File: src/rtl/stc_pkg.sv
`default_nettype none

package stc_pkg;

  localparam int TapsDefault = 32;
  localparam int CoeffIdxW   = 6;
  localparam int TapW        = 16;
  localparam int SumW        = 22;

  localparam logic ReqSpike = 1'b0;
  localparam logic ReqLoad  = 1'b1;

  typedef struct packed {
    logic shift;
    logic load;
    logic advance;
  } cell_ctl_t;

endpackage

`default_nettype wire

File: src/rtl/stc_cell.sv
`default_nettype none

module stc_cell (
  input  logic                                clk_i,
  input  logic                                rst_ni,
  input  stc_pkg::cell_ctl_t                  ctl_i,
  input  logic                                hist_i,
  input  logic signed [stc_pkg::TapW-1:0]     tap_i,
  input  logic signed [stc_pkg::SumW-1:0]     sum_i,
  input  logic                                valid_i,
  output logic                                hist_o,
  output logic signed [stc_pkg::SumW-1:0]     sum_o,
  output logic                                valid_o
);
  import stc_pkg::*;

  logic                   hist_q;
  logic signed [TapW-1:0] tap_q;
  logic signed [SumW-1:0] sum_q, sum_d;
  logic                   valid_q;

  // add this tap when its spike is set
  assign sum_d = sum_i + (hist_q ? SumW'(tap_q) : SumW'(0));

  always_ff @(posedge clk_i or negedge rst_ni) begin
    if (!rst_ni) begin
      hist_q  <= 1'b0;
      tap_q   <= '0;
      valid_q <= 1'b0;
    end else begin
      if (ctl_i.shift) begin
        hist_q <= hist_i;
      end
      if (ctl_i.load) begin
        tap_q <= tap_i;
      end
      if (ctl_i.advance) begin
        valid_q <= valid_i;
      end
    end
  end

  always_ff @(posedge clk_i) begin
    if (ctl_i.advance) begin
      sum_q <= sum_d;
    end
  end

  assign hist_o  = hist_q;
  assign sum_o   = sum_q;
  assign valid_o = valid_q;

endmodule

`default_nettype wire

File: src/rtl/spike_train_kernel_convolver.sv
// Path: a spike transfer sets start_q, then its partial sum walks the chain of
// tap cells one cell per cycle while the chain is not held; the output register
// takes it from the last cell. No new item is taken while a sum is in flight.
// A waiting result does not block the chain until the next sum reaches its end.
// Reset clears the spike history, all taps and every valid flag at once.
`default_nettype none

module spike_train_kernel_convolver #(
  parameter int Taps = stc_pkg::TapsDefault
) (
  input  logic                                 clk_i,
  input  logic                                 rst_ni,
  input  logic                                 in_valid_i,
  output logic                                 in_stall_o,
  input  logic                                 req_type_i,
  input  logic                                 spike_i,
  input  logic                                 start_of_train_i,
  input  logic                                 end_of_train_i,
  input  logic [stc_pkg::CoeffIdxW-1:0]        coeff_index_i,
  input  logic signed [stc_pkg::TapW-1:0]      coeff_value_i,
  output logic                                 out_valid_o,
  input  logic                                 out_stall_i,
  output logic signed [stc_pkg::SumW-1:0]      filtered_value_o,
  output logic                                 last_of_train_o
);
  import stc_pkg::*;

  logic                   in_xfer, spike_xfer, load_xfer, advance;
  logic                   start_q, last_q;
  logic                   out_valid_q, out_last_q;
  logic signed [SumW-1:0] out_value_q;

  logic                   hist  [Taps];
  logic                   hist_in [Taps];
  logic signed [SumW-1:0] sum   [Taps];
  logic signed [SumW-1:0] sum_in [Taps];
  logic [Taps-1:0]        valid;
  logic [Taps-1:0]        valid_in;
  cell_ctl_t              ctl   [Taps];

  assign in_stall_o = start_q | (|valid);
  assign in_xfer    = in_valid_i & ~in_stall_o;
  assign spike_xfer = in_xfer & (req_type_i == ReqSpike);
  assign load_xfer  = in_xfer & (req_type_i == ReqLoad);

  // hold the chain only when its result cannot move to the output register
  assign advance = ~(valid[Taps-1] & out_valid_q & out_stall_i);

  for (genvar k = 0; k < Taps; k++) begin : g_cell
    if (k == 0) begin : g_head
      assign hist_in[k]  = spike_i;
      assign sum_in[k]   = '0;
      assign valid_in[k] = start_q;
    end else begin : g_body
      // start of train drops the old history
      assign hist_in[k]  = start_of_train_i ? 1'b0 : hist[k-1];
      assign sum_in[k]   = sum[k-1];
      assign valid_in[k] = valid[k-1];
    end

    assign ctl[k].shift   = spike_xfer;
    assign ctl[k].load    = load_xfer & (coeff_index_i == CoeffIdxW'(k));
    assign ctl[k].advance = advance;

    stc_cell u_cell (
      .clk_i   (clk_i),
      .rst_ni  (rst_ni),
      .ctl_i   (ctl[k]),
      .hist_i  (hist_in[k]),
      .tap_i   (coeff_value_i),
      .sum_i   (sum_in[k]),
      .valid_i (valid_in[k]),
      .hist_o  (hist[k]),
      .sum_o   (sum[k]),
      .valid_o (valid[k])
    );
  end

  always_ff @(posedge clk_i or negedge rst_ni) begin
    if (!rst_ni) begin
      start_q     <= 1'b0;
      out_valid_q <= 1'b0;
    end else begin
      if (spike_xfer) begin
        start_q <= 1'b1;
      end else if (advance) begin
        start_q <= 1'b0;
      end
      if (valid[Taps-1] && advance) begin
        out_valid_q <= 1'b1;
      end else if (!out_stall_i) begin
        out_valid_q <= 1'b0;
      end
    end
  end

  always_ff @(posedge clk_i) begin
    if (spike_xfer) begin
      last_q <= end_of_train_i;
    end
    if (valid[Taps-1] && advance) begin
      out_value_q <= sum[Taps-1];
      out_last_q  <= last_q;
    end
  end

  assign out_valid_o      = out_valid_q;
  assign filtered_value_o = out_value_q;
  assign last_of_train_o  = out_last_q;

  a_one_wave: assert property (@(posedge clk_i) disable iff (!rst_ni)
    $onehot0({start_q, valid}))
    else $error("more than one sum in flight");

  a_wave_starts: assert property (@(posedge clk_i) disable iff (!rst_ni)
    start_q |=> valid[0])
    else $error("sum did not enter the first cell");

  a_spike_busy: assert property (@(posedge clk_i) disable iff (!rst_ni)
    spike_xfer |=> in_stall_o)
    else $error("input open while a sum is pending");

  a_result_lands: assert property (@(posedge clk_i) disable iff (!rst_ni)
    (valid[Taps-1] && advance) |=> out_valid_q)
    else $error("finished sum not captured");

endmodule

`default_nettype wire

File: config.mk
export PLATFORM = sky130hd
export DESIGN_NAME = spike_train_kernel_convolver
export DESIGN_NICKNAME = d
export VERILOG_FILES = /design/src/rtl/stc_pkg.sv /design/src/rtl/stc_cell.sv /design/src/rtl/spike_train_kernel_convolver.sv
export SDC_FILE = /design/constraint.sdc
export NUM_CORES = 2
export LEC_CHECK = 0
export BUFFER_PORTS_ARGS = -buffer_cell sky130_fd_sc_hd__buf_2
export CORE_MARGIN = 2
export CORE_UTILIZATION = 45
export CTS_BUF_LIST = sky130_fd_sc_hd__clkbuf_2
export DETAILED_ROUTE_END_ITERATION = 8
export PLACE_DENSITY = 0.67
export SLEW_MARGIN = 0
export SYNTH_ARGS = -nofsm -noshare
export SYNTH_HDL_FRONTEND = slang
export SYNTH_SLANG_ARGS = --single-unit
File: constraint.sdc
create_clock -name clk_i -period 24.1 [get_ports clk_i]
set_input_delay 2.41 -clock clk_i [delete_from_list [all_inputs] [get_ports clk_i]]
set_output_delay 2.41 -clock clk_i [all_outputs]
set_load 0.01 [all_outputs]
==> out/qor.txt <==
All-Layer GR Usage -> 20.27%
commonest cells in the netlist -> edfxtp_1 (722), ha_1 (646), dfrtp_1 (578)
most numerous cell in the Yosys netlist -> edfxtp_1
quantity of gates resized following cts -> 0
Setup Viol. Count Final -> 0
DRC viols -> 0
maximum vdd ir drop -> 0.05024 mV
initial core utilization -> 45.40%
Ports -> 55
DR WL/cell -> 18.70 um
Peak Freq -> 178.3 MHz
XOR/XNOR share of the synthesized area -> 6.756%
Setup Buffers After CTS -> 0
first-pass detailed-route iteration total -> 6
Area contributors post-synth -> edfxtp_1 (28%), dfrtp_1 (19%), ha_1 (11%), mux2_2 (8.0%), xnor2_1 (5.0%)
sequential fraction of the synthesis area -> 47.50%
Arr. time, crit path -> 3.20 ns
post-synth net total -> 7400
Compound-Gate Fraction of Synth Area -> 12.21%
worst path required time -> 21.69 ns
Tightest Pin Transition -> 1.180 ns
Max-slew headroom -> 21.35%
Mapped Cells -> 6693
final slew viol count -> 0
Main synth FF type -> edfxtp_1
share of cells above drive strength 1 -> 17.70%
yosys warns -> 0
Core Area -> 0.1676 mm2
CTS tree -> done
ANT nets after route -> 0
CP Capture Type -> output pin
violation count after the first detailed-route iteration -> 3505
number of global-route vias before repair -> 51170
clock skew -> 0.2254 ns
CTS Sinks -> 1300
post-synth top area share -> 28.49%
Adder-Cell Fraction of Synth Area -> 11.44%
main combinational cell family by area after synthesis -> compound AO/OA/AOI/OAI gates
CTS Buf Count -> 357
worst hold path type -> reg2reg
Final Hold Fails -> 0
leading area contributor after synthesis -> edfxtp_1
Worst-path clk slew -> 0.10 ns
CTS root buf -> clkbuf_2
die area -> 0.1724 mm2
IO Port Bufs -> 54
area growth from synthesis to layout -> 7.833%
Async SR Flop Fraction -> 44.46%
simple-gate portion of the synthesized area -> 12.00%
initial antenna violation count -> 19
crit path time final -> 5.608 ns
Startpoint Class -> flip-flop
Final period util -> 23.27%
Post-CTS Hold Buffers -> 0
DR vias -> 51930
crit path kind -> reg2out
Final TNS setup -> 0 ns
Post-synth EDFFs -> 722
CP Max Fanout -> 3
setup repair after global routing missed its margin -> false
Final GP Congestion -> 0.8688
Post-Syn Area -> 0.07609 mm2
nets -> 7692
mux share of post-synthesis cell area -> 8.049%
pwr dens -> 63.52 mW/mm2
die width -> 415.2 um
FF+latch count, synth -> 1300
Max Root-Sink Buffers -> 4
synth unique cells -> 81
Max Cap Viol -> 0
Avg Inst Size Synth -> 11.37 um2
H-tree depth -> 5
Leak -> 41.37 nW
Post-DP Area -> 0.07880 mm2
Site Rows -> 150
largest net degree at the start of global routing -> 174
final WL -> 177.2 mm
global route overflow -> 0
vias per inst -> 5.482
Design Area, Final -> 0.08205 mm2
height of the die -> 415.2 um
Fillers -> 15100
status -> completed
clk_lat worst skew -> 1.81 ns
dpl hpwl -> 114.3 mm
global-route wire length before repair -> 277.8 mm
[metrics by stage]
step / hold WS (ns) / util [%] / power [mW] / instances / setup slack [ns]
6_report: 0.3586 / 48.96 / 5.212 / 9473 / 18.49
5_1_grt: 0.3355 / 48.95 / 5.495 / 9469 / 18.22
4_1_cts: 0.3113 / 48.94 / 5.284 / 9463 / 18.19
3_5_place_dp: 0.4045 / 47.02 / 3.649 / 8830 / 17.17
3_3_place_gp: 0.4044 / 47.02 / 3.640 / 8830 / 17.34
2_1_floorplan: 0.4003 / - / 3.348 / 6693 / 11.32
[layout make-up]
cell class	instances	area [um2]	share of cell area [%]
Sequential cell	1300	36140	44.05
Clock buffer	564	2823	3.440
Clock inverter	69	410.4	0.5001
Inverter	237	889.6	1.084
Tap cell	2204	2758	3.361
Timing Repair Buffer	87	588.1	0.7167
Multi-Input combinational cell	5002	38420	46.82
Antenna cell	10	25.02	0.03050
[sequential cells by signal (all words and copies together) (netlist names)]
register	cells
filtered_value_o	22
start_q	1
last_q	1
last_of_train_o	1
g_cell.u_cell.valid_o	32
out_valid_o	1
g_cell.u_cell.tap_q	512
g_cell.u_cell.hist_o	32
g_cell.u_cell.sum_o	698
[worst max-delay path, cell delays in order (launching register included)]
cell and delay (ns):
dfrtp_1 0.40, nor4_1 0.47, nand4_1 0.17, nor3_2 0.24, inv_1 0.12, buf_2 0.16
[layout by cell type, fill, tap and decap left out, types with 21 or more instances in the layout]
cell and n:
clkinv_1 45, o31ai_1 21, xnor2_1 432, a211o_1 22, nand2b_1 95, nand4_1 36
or3_1 38, fa_1 31, nor2b_1 90, a21oi_1 475, nand3b_1 42, nor2_1 314
a21o_1 260, o21ai_0 294, a211oi_1 51, and2_1 494, nand2_1 340, inv_1 236
buf_4 33, nor3_1 84, and3_1 33, buf_2 49, edfxtp_1 722, nand3_1 83
a31o_2 22, a31oi_1 34, o211ai_1 36, clkbuf_2 564, o21a_1 69, mux2_2 543
dfrtp_1 578, xor2_1 155, o21bai_1 51, ha_1 646
[metal layers]
metal / routed length [um] / GRT usage [%] / vias to the layer above
met4: 6036 / 8.091 / 8
met2: 85940 / 34.55 / 1215
li1: - / - / 25130
met5: 217 / 0 / -
met1: 76220 / 25.46 / 25160
met3: 8749 / 3.603 / 417
[logic make-up (layout without fill, tap and decap cells)]
family | after synthesis | count (layout)
xor gates and xnor gates | 587 | 587
DFF | 1300 | 1300
muxes | 544 | 544
other | 0 | 10
buffers and inverters | 391 | 957
adders and majority gates | 677 | 677
AOI/OAI and AO/OA | 1467 | 1467
and+or+nand+nor | 1727 | 1727
[path summary, 6_finish.rpt]
check	startpoint	endpoint	slack, ns	cells past startpoint
setup / recovery	g_cell[1].u_cell.valid_o$_DFFE_PN0N_	in_stall_o	18.49	5
hold reg to reg	g_cell[31].u_cell.sum_o[5]$_DFFE_PN_	filtered_value_o[5]$_DFFE_PP_	0.36	0
hold / removal	g_cell[31].u_cell.sum_o[5]$_DFFE_PN_	filtered_value_o[5]$_DFFE_PP_	0.36	0
min in group asynchronous	rst_ni	g_cell[14].u_cell.tap_q[10]$_DFFE_PN0P_	0.59	1
setup reg to reg	g_cell[31].u_cell.valid_o$_DFFE_PN0N_	g_cell[5].u_cell.sum_o[21]$_DFFE_PN_	19.42	5
max in group asynchronous	rst_ni	g_cell[5].u_cell.tap_q[15]$_DFFE_PN0P_	21.30	3
[power breakdown]
part	leakage, nW	internal (mW)	total (mW)	switching, mW
combinational	22.2	0.315	0.778	0.463
sequential	16.6	2.68	2.83	0.153
clock	2.56	0.666	1.61	0.939
(Power assumes the default switching activity.)
